===== src/rtl/ebcv_pkg.sv =====
`timescale 1ns / 1ps
package ebcv_pkg;

  localparam int NBANDS = 8;
  localparam int NROWS = 17;
  localparam int SHIFT_ROW_ZERO = 12;
  localparam int SHIFT_ROW_CAP = 16;

  typedef enum logic [1:0] {
    SH_11 = 2'd0,
    SH_16 = 2'd1,
    SH_20 = 2'd2
  } shift_t;

  typedef enum logic [2:0] {
    REG_ENABLE   = 3'd0,
    REG_FORMANT  = 3'd1,
    REG_RESON    = 3'd2,
    REG_ATTACK   = 3'd3,
    REG_RELEASE  = 3'd4,
    REG_NOISE    = 3'd5,
    REG_GATE     = 3'd6
  } reg_index_t;

  localparam logic [31:0] LCG_MUL = 32'd1664525;
  localparam logic [31:0] LCG_ADD = 32'd1013904223;
  localparam logic [63:0] ONE_Q30 = 64'd1073741824;
  localparam logic [63:0] PI_Q30 = 64'd3373259426;
  localparam logic [63:0] RATIO_CAP_Q16 = 64'd81028;
  localparam logic [63:0] COEF_CAP_Q16 = 64'd62259;

  localparam logic [12*NBANDS-1:0] CENTRE_HZ = {
    12'd2750, 12'd2050, 12'd1450, 12'd950, 12'd600, 12'd360, 12'd210, 12'd120};

  // 2^(k/12) in q16 for k = -12..3
  localparam logic [17*16-1:0] SEMITONE_Q16 = {
    17'd77936, 17'd73562, 17'd69433, 17'd65536, 17'd61858, 17'd58386, 17'd55109,
    17'd52016, 17'd49097, 17'd46341, 17'd43740, 17'd41285, 17'd38968, 17'd36781,
    17'd34716, 17'd32768};

  function automatic logic [128*16-1:0] build_damp();
    logic [128*16-1:0] t;
    t = '0;
    for (int r = 0; r < 128; r++) begin
      t[r*16 +: 16] = 16'(14418 + ((127 - r) * 65536 + 90) / 180);
    end
    return t;
  endfunction

  function automatic logic [128*16-1:0] build_attack();
    logic [128*16-1:0] t;
    t = '0;
    for (int r = 0; r < 128; r++) begin
      t[r*16 +: 16] = 16'(131 + (r * 65536 + 1250) / 2500);
    end
    return t;
  endfunction

  function automatic logic [128*16-1:0] build_release();
    logic [128*16-1:0] t;
    t = '0;
    for (int r = 0; r < 128; r++) begin
      t[r*16 +: 16] = 16'(13 + (r * 65536 + 6000) / 12000);
    end
    return t;
  endfunction

  function automatic logic [128*16-1:0] build_gain();
    logic [128*16-1:0] t;
    t = '0;
    for (int r = 0; r < 128; r++) begin
      t[r*16 +: 16] = 16'((r * 65536 + 635) / 1270);
    end
    return t;
  endfunction

  function automatic logic [128*16-1:0] build_scale();
    logic [128*16-1:0] t;
    t = '0;
    for (int r = 0; r < 128; r++) begin
      t[r*16 +: 16] = 16'(22282 - (r * 262144 + 1587) / 3175);
    end
    return t;
  endfunction

  function automatic logic [128*20-1:0] build_gate();
    logic [128*20-1:0] t;
    t = '0;
    for (int r = 0; r < 128; r++) begin
      t[r*20 +: 20] = 20'(((r * 1048576) + 127) / 254);
    end
    return t;
  endfunction

  localparam logic [128*16-1:0] DAMP_LUT = build_damp();
  localparam logic [128*16-1:0] ATTACK_LUT = build_attack();
  localparam logic [128*16-1:0] RELEASE_LUT = build_release();
  localparam logic [128*16-1:0] GAIN_LUT = build_gain();
  localparam logic [128*16-1:0] SCALE_LUT = build_scale();
  localparam logic [128*20-1:0] GATE_LUT = build_gate();

endpackage


===== src/rtl/ebcv_mul.sv =====
`timescale 1ns / 1ps
module ebcv_mul
  import ebcv_pkg::*;
#(
  parameter int MA = 24,
  parameter int MB = 31
) (
  input  logic signed [MA-1:0]    a,
  input  logic signed [MB-1:0]    b,
  input  shift_t                  sh,
  output logic signed [MA+MB-1:0] p
);

  logic signed [MA+MB-1:0] prod;

  assign prod = MA'(a) * MB'(b) ;

  // floor shift of the full product
  always_comb begin
    unique case (sh)
      SH_11:   p = prod >>> 11;
      SH_16:   p = prod >>> 16;
      SH_20:   p = prod >>> 20;
      default: p = prod >>> 16;
    endcase
  end

endmodule


===== config.mk =====
export PLATFORM = sky130hd
export DESIGN_NAME = ebcv_mul
export DESIGN_NICKNAME = d
export VERILOG_FILES = /design/src/rtl/ebcv_pkg.sv /design/src/rtl/ebcv_mul.sv
export SDC_FILE = /design/constraint.sdc
export NUM_CORES = 2
export LEC_CHECK = 0
export BUFFER_PORTS_ARGS = -buffer_cell sky130_fd_sc_hd__buf_2
export CORE_MARGIN = 3
export CORE_UTILIZATION = 53
export DETAILED_ROUTE_END_ITERATION = 8
export PLACE_DENSITY_LB_ADDON = 0.3
export SLEW_MARGIN = 10
export SYNTH_ARGS = -nofsm -noshare
export SYNTH_HDL_FRONTEND = slang
export SYNTH_SLANG_ARGS = --single-unit

===== constraint.sdc =====
create_clock -name vclk -period 20.6
set_input_delay 6.18 -clock vclk [all_inputs]
set_output_delay 6.18 -clock vclk [all_outputs]
set_load 0.01 [all_outputs]

==> results.sh <==
export IMPL_cp_startpoint="b[30]"
export IMPL_cp_end_kind="primary output"
export IMPL_max_stage_delay_ns=0.71
export IMPL_fin_ws_ns=0.530
export IMPL_cp_start_kind="primary input"
export IMPL_tightest_slew_ns=0.993
export IMPL_synth_xor_area_share_pct=1.67
export IMPL_io_buffers=112
export IMPL_synth_top_area_share_pct=56.0
export IMPL_core_sq_mm=0.0504
export IMPL_seq_cell_count=0
export IMPL_holdCritStartpoint="sh[1]"
export IMPL_worstPathRequired_ns=14.42
export IMPL_yosys_area_share_simple_pct=16.7
export IMPL_die_h_um=232
export IMPL_cp_cell_sequence="clkbuf_4 -> nand2_1 -> inv_1 -> fa_1 -> fa_1 -> inv_1 -> fa_1 -> clkinvlp_4 -> fa_1 -> fa_1 -> fa_1 -> fa_1 -> ha_1 -> and4_1 -> nand3_1 -> or3_1 -> o211ai_1 -> nor2_1 -> o21a_2 -> xor2_2 -> inv_1 -> buf_2"
export IMPL_drcViolationCount=0
export IMPL_critical_path_class="in -> out"
export IMPL_drive_gt1_share_pct=5.13
export IMPL_gr_usage_all_layers_pct=27.2
export IMPL_initial_core_util_pct=54.0
export IMPL_die_area_sq_mm=0.0540
export IMPL_placementRows=82
export IMPL_synth_area_sq_mm=0.0272
export IMPL_synth_top_cell_by_area="fa_1"
export IMPL_crit_end="p[46]"
export IMPL_synth_adder_area_share_pct=62.6
export IMPL_ctsHoldBuffers=0
export IMPL_yosysWarningCount=0
export IMPL_wire_per_inst_um=19.3
export IMPL_fin_crit_ns=20.07
export IMPL_synth_top_family_by_area="adder cells"
export IMPL_synth_most_common_cell="fa_1"
export IMPL_grt_max_degree=54
export IMPL_placedCellCount=3655
export IMPL_hpwl_mm=59.1
export IMPL_first_iter_violations=1256
export IMPL_finalCritPeriodShare_pct=97.4
export IMPL_fin_cells=3656
export IMPL_cap_violations=0
export IMPL_antenna_found_initial=1
export IMPL_final_setup_viol_count=0
export IMPL_detail_route_antenna_nets=0
export IMPL_grt_pass1_vias=22600
export IMPL_ys_types=72
export IMPL_syn_to_final_growth_pct=2.97
export IMPL_status="completed"
export IMPL_crit_path_top_delay_cell="fa_1"
export IMPL_rsz0062_at_grt="no"
export IMPL_timing_critical_path_buf_inv=6
export IMPL_synthTopCellsByCount="fa_1, inv_1, nand2_1"
export IMPL_cpLargestDelayFamily="adder cells"
export IMPL_final_nets=3946
export IMPL_grt_pass1_wl_mm=117
export IMPL_muxShareOfSynthArea_pct=0.571
export IMPL_gp_congestion=0.899
export IMPL_dp_slack_ns=0.523
export IMPL_pin_count=112
export IMPL_slew_headroom_pct=33.6
export IMPL_cp_max_fo=24
export IMPL_hold_path_class="in -> out"
export IMPL_die_w_um=232
export IMPL_vias=20200
export IMPL_worstPathArrival_ns=13.89
export IMPL_synth_seq_area_share_pct=0
export IMPL_syn_inst=3031
export IMPL_synth_compound_area_share_pct=5.50
export IMPL_syn_nets=3992
export IMPL_worst_path_stages=22
export IMPL_finalHoldViolCount=0
export IMPL_setup_tns_ns=0
export IMPL_synth_area_leaders="fa_1, inv_1, and2_1, ha_1, nand2_1"
export IMPL_grt_overflow_total=0
export IMPL_synth_area_per_cell_sq_um=8.97
export IMPL_clock_buffers=0
export IMPL_fmax_mhz=49.8
export IMPL_slew_viol_final=0
export IMPL_crit_top_cell="fa_1"
export IMPL_via_per_inst=5.53
export IMPL_wl_mm=70.6
export IMPL_fin_hold_ws_ns=12.97
export IMPL_dr_pass1_iters=5
export IMPL_seqCellArea_sq_um=0
-- worst min-delay path by stage --
| stage | end | slack, ns | cells past startpoint |
|---|---|---|---|
| after global routing | p[25] | 13.02 | 4 |
| after detailed placement | p[11] | 12.95 | 4 |
| after CTS | p[11] | 12.95 | 4 |
| after global placement | p[11] | 12.94 | 4 |
| final | p[11] | 12.97 | 4 |
| after floorplan | p[38] | 12.61 | 3 |
-- layer usage --
layer	routed length (um)	global-route usage (%)	vias up
met5	13	0	-
met1	26400	34.2	10600
met2	37700	49.8	735
met3	3650	1.90	176
li1	-	-	8657
met4	2850	9.03	2
-- final cells by class --
type | count | area (sq um)
antenna | 1 | 2.50
fill | 4570 | 22400
tap | 672 | 841
timing repair buffer | 125 | 661
inverter | 753 | 2830
multi-input combinational | 2105 | 23700
-- cell usage in the layout (no fill, tap or decap), drive strengths merged, types with 13 or more instances in the layout --
cell / instances
nand2: 422
nor2: 67
a21oi: 58
fa: 760
nand3: 15
and2: 348
o21ai: 45
a21o: 24
ha: 144
buf: 124
xor2: 13
inv: 751
xnor2: 38
nor3: 16
-- timing repair --
item	4_1_cts	5_1_grt
endpoints found under the setup margin	0	12
buffers inserted	0	0
gates resized for setup	0	3
-- logic make-up (layout without fill, tap and decap cells) --
kind of cell	after synthesis	in the layout
AO/OA/AOI/OAI	214	214
other	0	1
multiplexers	15	15
AND/OR/NAND/NOR	921	921
buffers and inverters	926	878
XOR/XNOR	51	51
adder cells (fa/ha/maj)	904	904
-- stage by stage --
step	util (%)	cell area, sq um
after floorplan	-	27200
after global placement	55.5	28000
after detailed placement	55.5	28000
after CTS	55.5	28000
after global routing	55.6	28000
final	55.6	28000
Power is not shown: default switching activity piles up to over one toggle a cycle in this logic, so the estimate is an artifact.
