## config.mk

```make
export PLATFORM = sky130hd
export DESIGN_NAME = ebcv_lcg
export DESIGN_NICKNAME = d
export VERILOG_FILES = /design/src/rtl/ebcv_pkg.sv /design/src/rtl/ebcv_lcg.sv
export SDC_FILE = /design/constraint.sdc
export NUM_CORES = 1
export LEC_CHECK = 0
export ABC_AREA = 1
export ABC_CLOCK_PERIOD_IN_PS = 7700
export BUFFER_PORTS_ARGS = -buffer_cell sky130_fd_sc_hd__buf_2
export CORE_AREA = 2 2 128 130
export DETAILED_ROUTE_END_ITERATION = 10
export DIE_AREA = 0 0 130 132
export MAX_ROUTING_LAYER = met4
export PLACE_DENSITY = 0.72
export SETUP_SLACK_MARGIN = 0.1
export SYNTH_ARGS = -nofsm -noshare
export SYNTH_HDL_FRONTEND = slang
export SYNTH_SLANG_ARGS = --single-unit
```

## constraint.sdc

```tcl
create_clock -name clk -period 7.7 [get_ports clk]
set_clock_uncertainty 0.05 [all_clocks]
set_input_delay 0.385 -clock clk [delete_from_list [all_inputs] [get_ports clk]]
set_output_delay 0.385 -clock clk [all_outputs]
set_load 0.005 [all_outputs]
```

## src/rtl/ebcv_pkg.sv

```systemverilog
`timescale 1ns / 1ps
package ebcv_pkg;

  localparam int NBANDS = 8;
  localparam int NROWS = 17;
  localparam int SHIFT_ROW_ZERO = 12;
  localparam int SHIFT_ROW_CAP = 16;

  typedef enum logic [1:0] {
    SH_11 = 2'd0,
    SH_16 = 2'd1,
    SH_20 = 2'd2
  } shift_t;

  typedef enum logic [2:0] {
    REG_ENABLE   = 3'd0,
    REG_FORMANT  = 3'd1,
    REG_RESON    = 3'd2,
    REG_ATTACK   = 3'd3,
    REG_RELEASE  = 3'd4,
    REG_NOISE    = 3'd5,
    REG_GATE     = 3'd6
  } reg_index_t;

  localparam logic [31:0] LCG_MUL = 32'd1664525;
  localparam logic [31:0] LCG_ADD = 32'd1013904223;
  localparam logic [63:0] ONE_Q30 = 64'd1073741824;
  localparam logic [63:0] PI_Q30 = 64'd3373259426;
  localparam logic [63:0] RATIO_CAP_Q16 = 64'd81028;
  localparam logic [63:0] COEF_CAP_Q16 = 64'd62259;

  localparam logic [12*NBANDS-1:0] CENTRE_HZ = {
    12'd2750, 12'd2050, 12'd1450, 12'd950, 12'd600, 12'd360, 12'd210, 12'd120};

  // 2^(k/12) in q16 for k = -12..3
  localparam logic [17*16-1:0] SEMITONE_Q16 = {
    17'd77936, 17'd73562, 17'd69433, 17'd65536, 17'd61858, 17'd58386, 17'd55109,
    17'd52016, 17'd49097, 17'd46341, 17'd43740, 17'd41285, 17'd38968, 17'd36781,
    17'd34716, 17'd32768};

  function automatic logic [128*16-1:0] build_damp();
    logic [128*16-1:0] t;
    t = '0;
    for (int r = 0; r < 128; r++) begin
      t[r*16 +: 16] = 16'(14418 + ((127 - r) * 65536 + 90) / 180);
    end
    return t;
  endfunction

  function automatic logic [128*16-1:0] build_attack();
    logic [128*16-1:0] t;
    t = '0;
    for (int r = 0; r < 128; r++) begin
      t[r*16 +: 16] = 16'(131 + (r * 65536 + 1250) / 2500);
    end
    return t;
  endfunction

  function automatic logic [128*16-1:0] build_release();
    logic [128*16-1:0] t;
    t = '0;
    for (int r = 0; r < 128; r++) begin
      t[r*16 +: 16] = 16'(13 + (r * 65536 + 6000) / 12000);
    end
    return t;
  endfunction

  function automatic logic [128*16-1:0] build_gain();
    logic [128*16-1:0] t;
    t = '0;
    for (int r = 0; r < 128; r++) begin
      t[r*16 +: 16] = 16'((r * 65536 + 635) / 1270);
    end
    return t;
  endfunction

  function automatic logic [128*16-1:0] build_scale();
    logic [128*16-1:0] t;
    t = '0;
    for (int r = 0; r < 128; r++) begin
      t[r*16 +: 16] = 16'(22282 - (r * 262144 + 1587) / 3175);
    end
    return t;
  endfunction

  function automatic logic [128*20-1:0] build_gate();
    logic [128*20-1:0] t;
    t = '0;
    for (int r = 0; r < 128; r++) begin
      t[r*20 +: 20] = 20'(((r * 1048576) + 127) / 254);
    end
    return t;
  endfunction

  localparam logic [128*16-1:0] DAMP_LUT = build_damp();
  localparam logic [128*16-1:0] ATTACK_LUT = build_attack();
  localparam logic [128*16-1:0] RELEASE_LUT = build_release();
  localparam logic [128*16-1:0] GAIN_LUT = build_gain();
  localparam logic [128*16-1:0] SCALE_LUT = build_scale();
  localparam logic [128*20-1:0] GATE_LUT = build_gate();

endpackage

```

## src/rtl/ebcv_lcg.sv

```systemverilog
`timescale 1ns / 1ps
module ebcv_lcg
  import ebcv_pkg::*;
(
  input  logic        clk,
  input  logic        rst,
  input  logic        step,
  output logic [31:0] value
);

  always_ff @(posedge clk) begin
    if (rst) begin
      value <= 32'd1;
    end else if (step) begin
      value <= value * LCG_MUL + LCG_ADD;
    end
  end

endmodule

```

==> Implementation_results.wiki <==
{| class="wikitable"
! Metric !! Value
|-
| Largest area contributor in the synthesized netlist || sky130_fd_sc_hd__fa_1
|-
| Post-route insts no fill || roughly 1400
|-
| Clock sink total || 32
|-
| Setup CP Type || register to register
|-
| Dpl cells || 1345
|-
| Pre-Repair DR Iteration Count || 5
|-
| Area share of the leading cell type in the synthesized netlist || 31.2%
|-
| Top reg by flops || value
|-
| Met1 Wirelength || between 10 and 15 mm
|-
| Ratio of final minimum period to clock period || 85.6%
|-
| Number of I/O port buffers || 34
|-
| Type of origin of the critical path || register
|-
| Vias in the first global route || around 7200
|-
| RSZ-0062 raised after global routing || false
|-
| Uppermost signal routing layer after detailed routing || met4
|-
| EDFF count, synth || 0
|-
| Number of endpoints with negative hold slack in the final report || 0
|-
| Max_slew headroom || a little over a quarter
|-
| Final HPWL from detailed placement || 20.4 mm
|-
| Crit path cell chain || inv_1, ha_1, xor2_1, inv_1, ha_1, fa_1, inv_1, fa_1, inv_1, fa_1, fa_1, inv_1, fa_1, inv_1, ha_1, a21oi_1, o21ai_0, o21bai_1, a21oi_1, nand2_1, nand2_1, nand3_1, nand2_1, inv_1
|-
| Vias per Instance || 5.20
|-
| Transition time of the tightest slew-check pin || around 1.1 ns
|-
| Synthesis-stage register bit count || 32
|-
| Area of the placeable core || 15700 sq um
|-
| Number of placement rows || 46
|-
| Cells taking the most area after synthesis || sky130_fd_sc_hd__fa_1 (31%), sky130_fd_sc_hd__ha_1 (23%), sky130_fd_sc_hd__inv_1 (14%), sky130_fd_sc_hd__dfxtp_1 (7.3%), sky130_fd_sc_hd__nand2_1 (6.1%)
|-
| Post-synthesis instance area || 8780 sq um
|-
| Die outline height || ~130 um
|-
| Hold Buf Count CTS || 0
|-
| Clock-pin slew on the worst setup and hold paths || about 0.06 ns
|-
| Met2 routed wirelength || 10.9 mm
|-
| Inserted Clock Buffers || 5
|-
| Maximum number of pins on one net before global-route repair || 38
|-
| Number of DRC violations after detailed routing || 0
|-
| Total of fill cells in the finished design || around 1400
|-
| Number of different library cells in the post-synthesis netlist || 37
|-
| Clock latency reported for the late side of the worst-skew pair || between 0.2 and 0.3 ns
|-
| Max H-tree Level || 2
|-
| Combined global-route utilization of all metal layers || 29.9%
|-
| Gate count after technology mapping || 1104
|-
| Most used standard cell by instance count after synthesis || sky130_fd_sc_hd__inv_1
|-
| Total inserted antenna cells || 0
|-
| Ratio of cells with drive above 1 in the final layout || ~5.5%
|-
| Worst EP arrival || 6.73 ns
|-
| Max FFs per register || 32
|-
| Iteration-0 DRC count of the detailed router || ~460
|-
| Area growth from synthesis to layout || 6.27%
|-
| GP Congestion || 1.03
|-
| Setup slack at placement || about 1.2 ns
|-
| Largest registers in the final layout || value: 32 flops
|-
| Net Count, Synth || 1404
|-
| # Post-CTS Setup Buffers || 0
|-
| Die outline area || 17200 sq um
|-
| Sum of met3 wire segment lengths after detailed routing || roughly 1.7 mm
|-
| Required time of the worst setup path || about 7.8 ns
|-
| CTS max path bufs || 2
|-
| Multi-input logic area || 6810 sq um
|-
| # resized after CTS || 0
|-
| Cell with the most instances on the worst path || sky130_fd_sc_hd__inv_1
|-
| Nets || 1436
|-
| Global-route wire length before repair || 37.8 mm
|-
| CP max stage delay || 0.66 ns
|-
| Overall die width || approximately 130 um
|-
| Most common flop cell mapped by yosys || sky130_fd_sc_hd__dfxtp_1
|-
| Largest fanout on the critical path || 13
|-
| Seq. cell area || ~640 sq um
|-
| Seq/Total Area, Yosys || 7.30%
|-
| Final period demand of the worst path || about 6.6 ns
|-
| Final setup fails || 0
|-
| DR WL/cell || 17.1 um
|-
| Top achievable clock speed || 152 MHz
|-
| Synth top cells by count || sky130_fd_sc_hd__inv_1 (339), sky130_fd_sc_hd__ha_1 (160), sky130_fd_sc_hd__nand2_1 (143)
|-
| TritonCTS clock tree || done
|-
| Library cell contributing the largest single delay on the critical path || sky130_fd_sc_hd__dfxtp_1
|-
| Post-synthesis async set-or-reset flop share || 0%
|-
| Avg Cell Area, Syn || just under 8 sq um
|-
| Status || finished, final reports clean
|-
| Minimum setup slack in the final design || 1.11 ns
|-
| Initial core utilization || 55.9%
|-
| Initial antenna violation count || 0
|-
| Detailed-route via count || 7038
|-
| Category of the worst setup path capture point || register
|-
| Number of I/O pins || 35
|-
| Classification of the worst-slack hold path || register to register
|-
| Antenna viol nets, final || 0
|-
| Post-route worst hold slack || 0.551 ns
|-
| Number of warnings issued by yosys || 0
|-
| Setup TNS || 0 ns
|-
| Total wire length after detailed routing || between 20 and 25 mm
|-
| Clock root buffer || sky130_fd_sc_hd__clkbuf_16
|-
| Total congestion overflow || 0
|-
| Final-report max-slew violation count || 0
|-
| Max-capacitance violation count || 0
|}
cell type report:
cell class | count | area share (%)
Tap cell | 216 | 2.90
Inverter | 344 | 13.8
Sequential cell | 32 | 6.87
Multi-Input combinational cell | 719 | 73.0
Clock buffer | 8 | 1.57
Timing Repair Buffer | 34 | 1.82
layer usage:
| layer | vias up | global-route usage, % |
|---|---|---|
| met5 | - | - |
| met4 | 0 | 6.63 |
| met3 | 33 | 4.50 |
| met2 | 249 | 47.0 |
| met1 | 3375 | 41.1 |
| li1 | 3381 | - |
path summary, 6_finish.rpt:
kind,start,end,slack (ns),cells past startpoint
setup / recovery,value[1],value[30],1.11,24
hold / removal,value[31],value[31],0.55,4
setup reg to reg,value[1],value[30],1.11,24
hold reg to reg,value[31],value[31],0.55,4
logic make-up (layout without fill, tap and decap cells):
kind of cell    count (synthesis)  count (layout)  share of synthesized area, %
compound gates                115             115                          7.34
xor+xnor                       24              24                          2.39
fa+ha+maj                     297             297                          54.0
buf+inv                       353             386                          15.1
flops                          32              32                          7.30
simple gates                  283             283                          13.8
stage by stage:
step                      area, sq um  util (%)
final                            9330      59.4
after global routing             9330      59.4
after global placement           9190      58.5
after detailed placement         9190      58.5
after CTS                        9330      59.4
after floorplan                  8780         -
placed cells by master (no fill, tap or decap), types with 2 or more instances in the layout:
master and n:
sky130_fd_sc_hd__a21o_1 2, sky130_fd_sc_hd__or2_2 2, sky130_fd_sc_hd__nand3b_1 2, sky130_fd_sc_hd__buf_2 34, sky130_fd_sc_hd__a21oi_2 4, sky130_fd_sc_hd__o21bai_1 7, sky130_fd_sc_hd__clkbuf_1 2, sky130_fd_sc_hd__dfxtp_1 32
sky130_fd_sc_hd__o21ai_1 12, sky130_fd_sc_hd__clkbuf_16 5, sky130_fd_sc_hd__nand2_2 5, sky130_fd_sc_hd__xor2_1 17, sky130_fd_sc_hd__inv_1 339, sky130_fd_sc_hd__nand3_1 39, sky130_fd_sc_hd__o21a_1 2, sky130_fd_sc_hd__nand2_1 143
sky130_fd_sc_hd__o21ai_0 31, sky130_fd_sc_hd__ha_1 160, sky130_fd_sc_hd__nor2_2 3, sky130_fd_sc_hd__a21oi_1 47, sky130_fd_sc_hd__nand4_1 10, sky130_fd_sc_hd__o211ai_1 3, sky130_fd_sc_hd__fa_1 137, sky130_fd_sc_hd__nor2_1 68
sky130_fd_sc_hd__nand2_4 2, sky130_fd_sc_hd__xnor2_1 7, sky130_fd_sc_hd__nor3_1 6, sky130_fd_sc_hd__nand3_2 2, sky130_fd_sc_hd__inv_2 4, sky130_fd_sc_hd__a21boi_1 2
worst max-delay path, delay by kind of cell (launching register included):
kind | cells | cell delay [ns]
buf+inv | 7 | 0.62
xor+xnor | 1 | 0.58
fa+ha+maj | 8 | 3.50
flops | 1 | 0.66
compound gates | 4 | 0.82
simple gates | 4 | 0.26
Power is not shown: default switching activity piles up to over one toggle a cycle in this logic, so the estimate is an artifact.
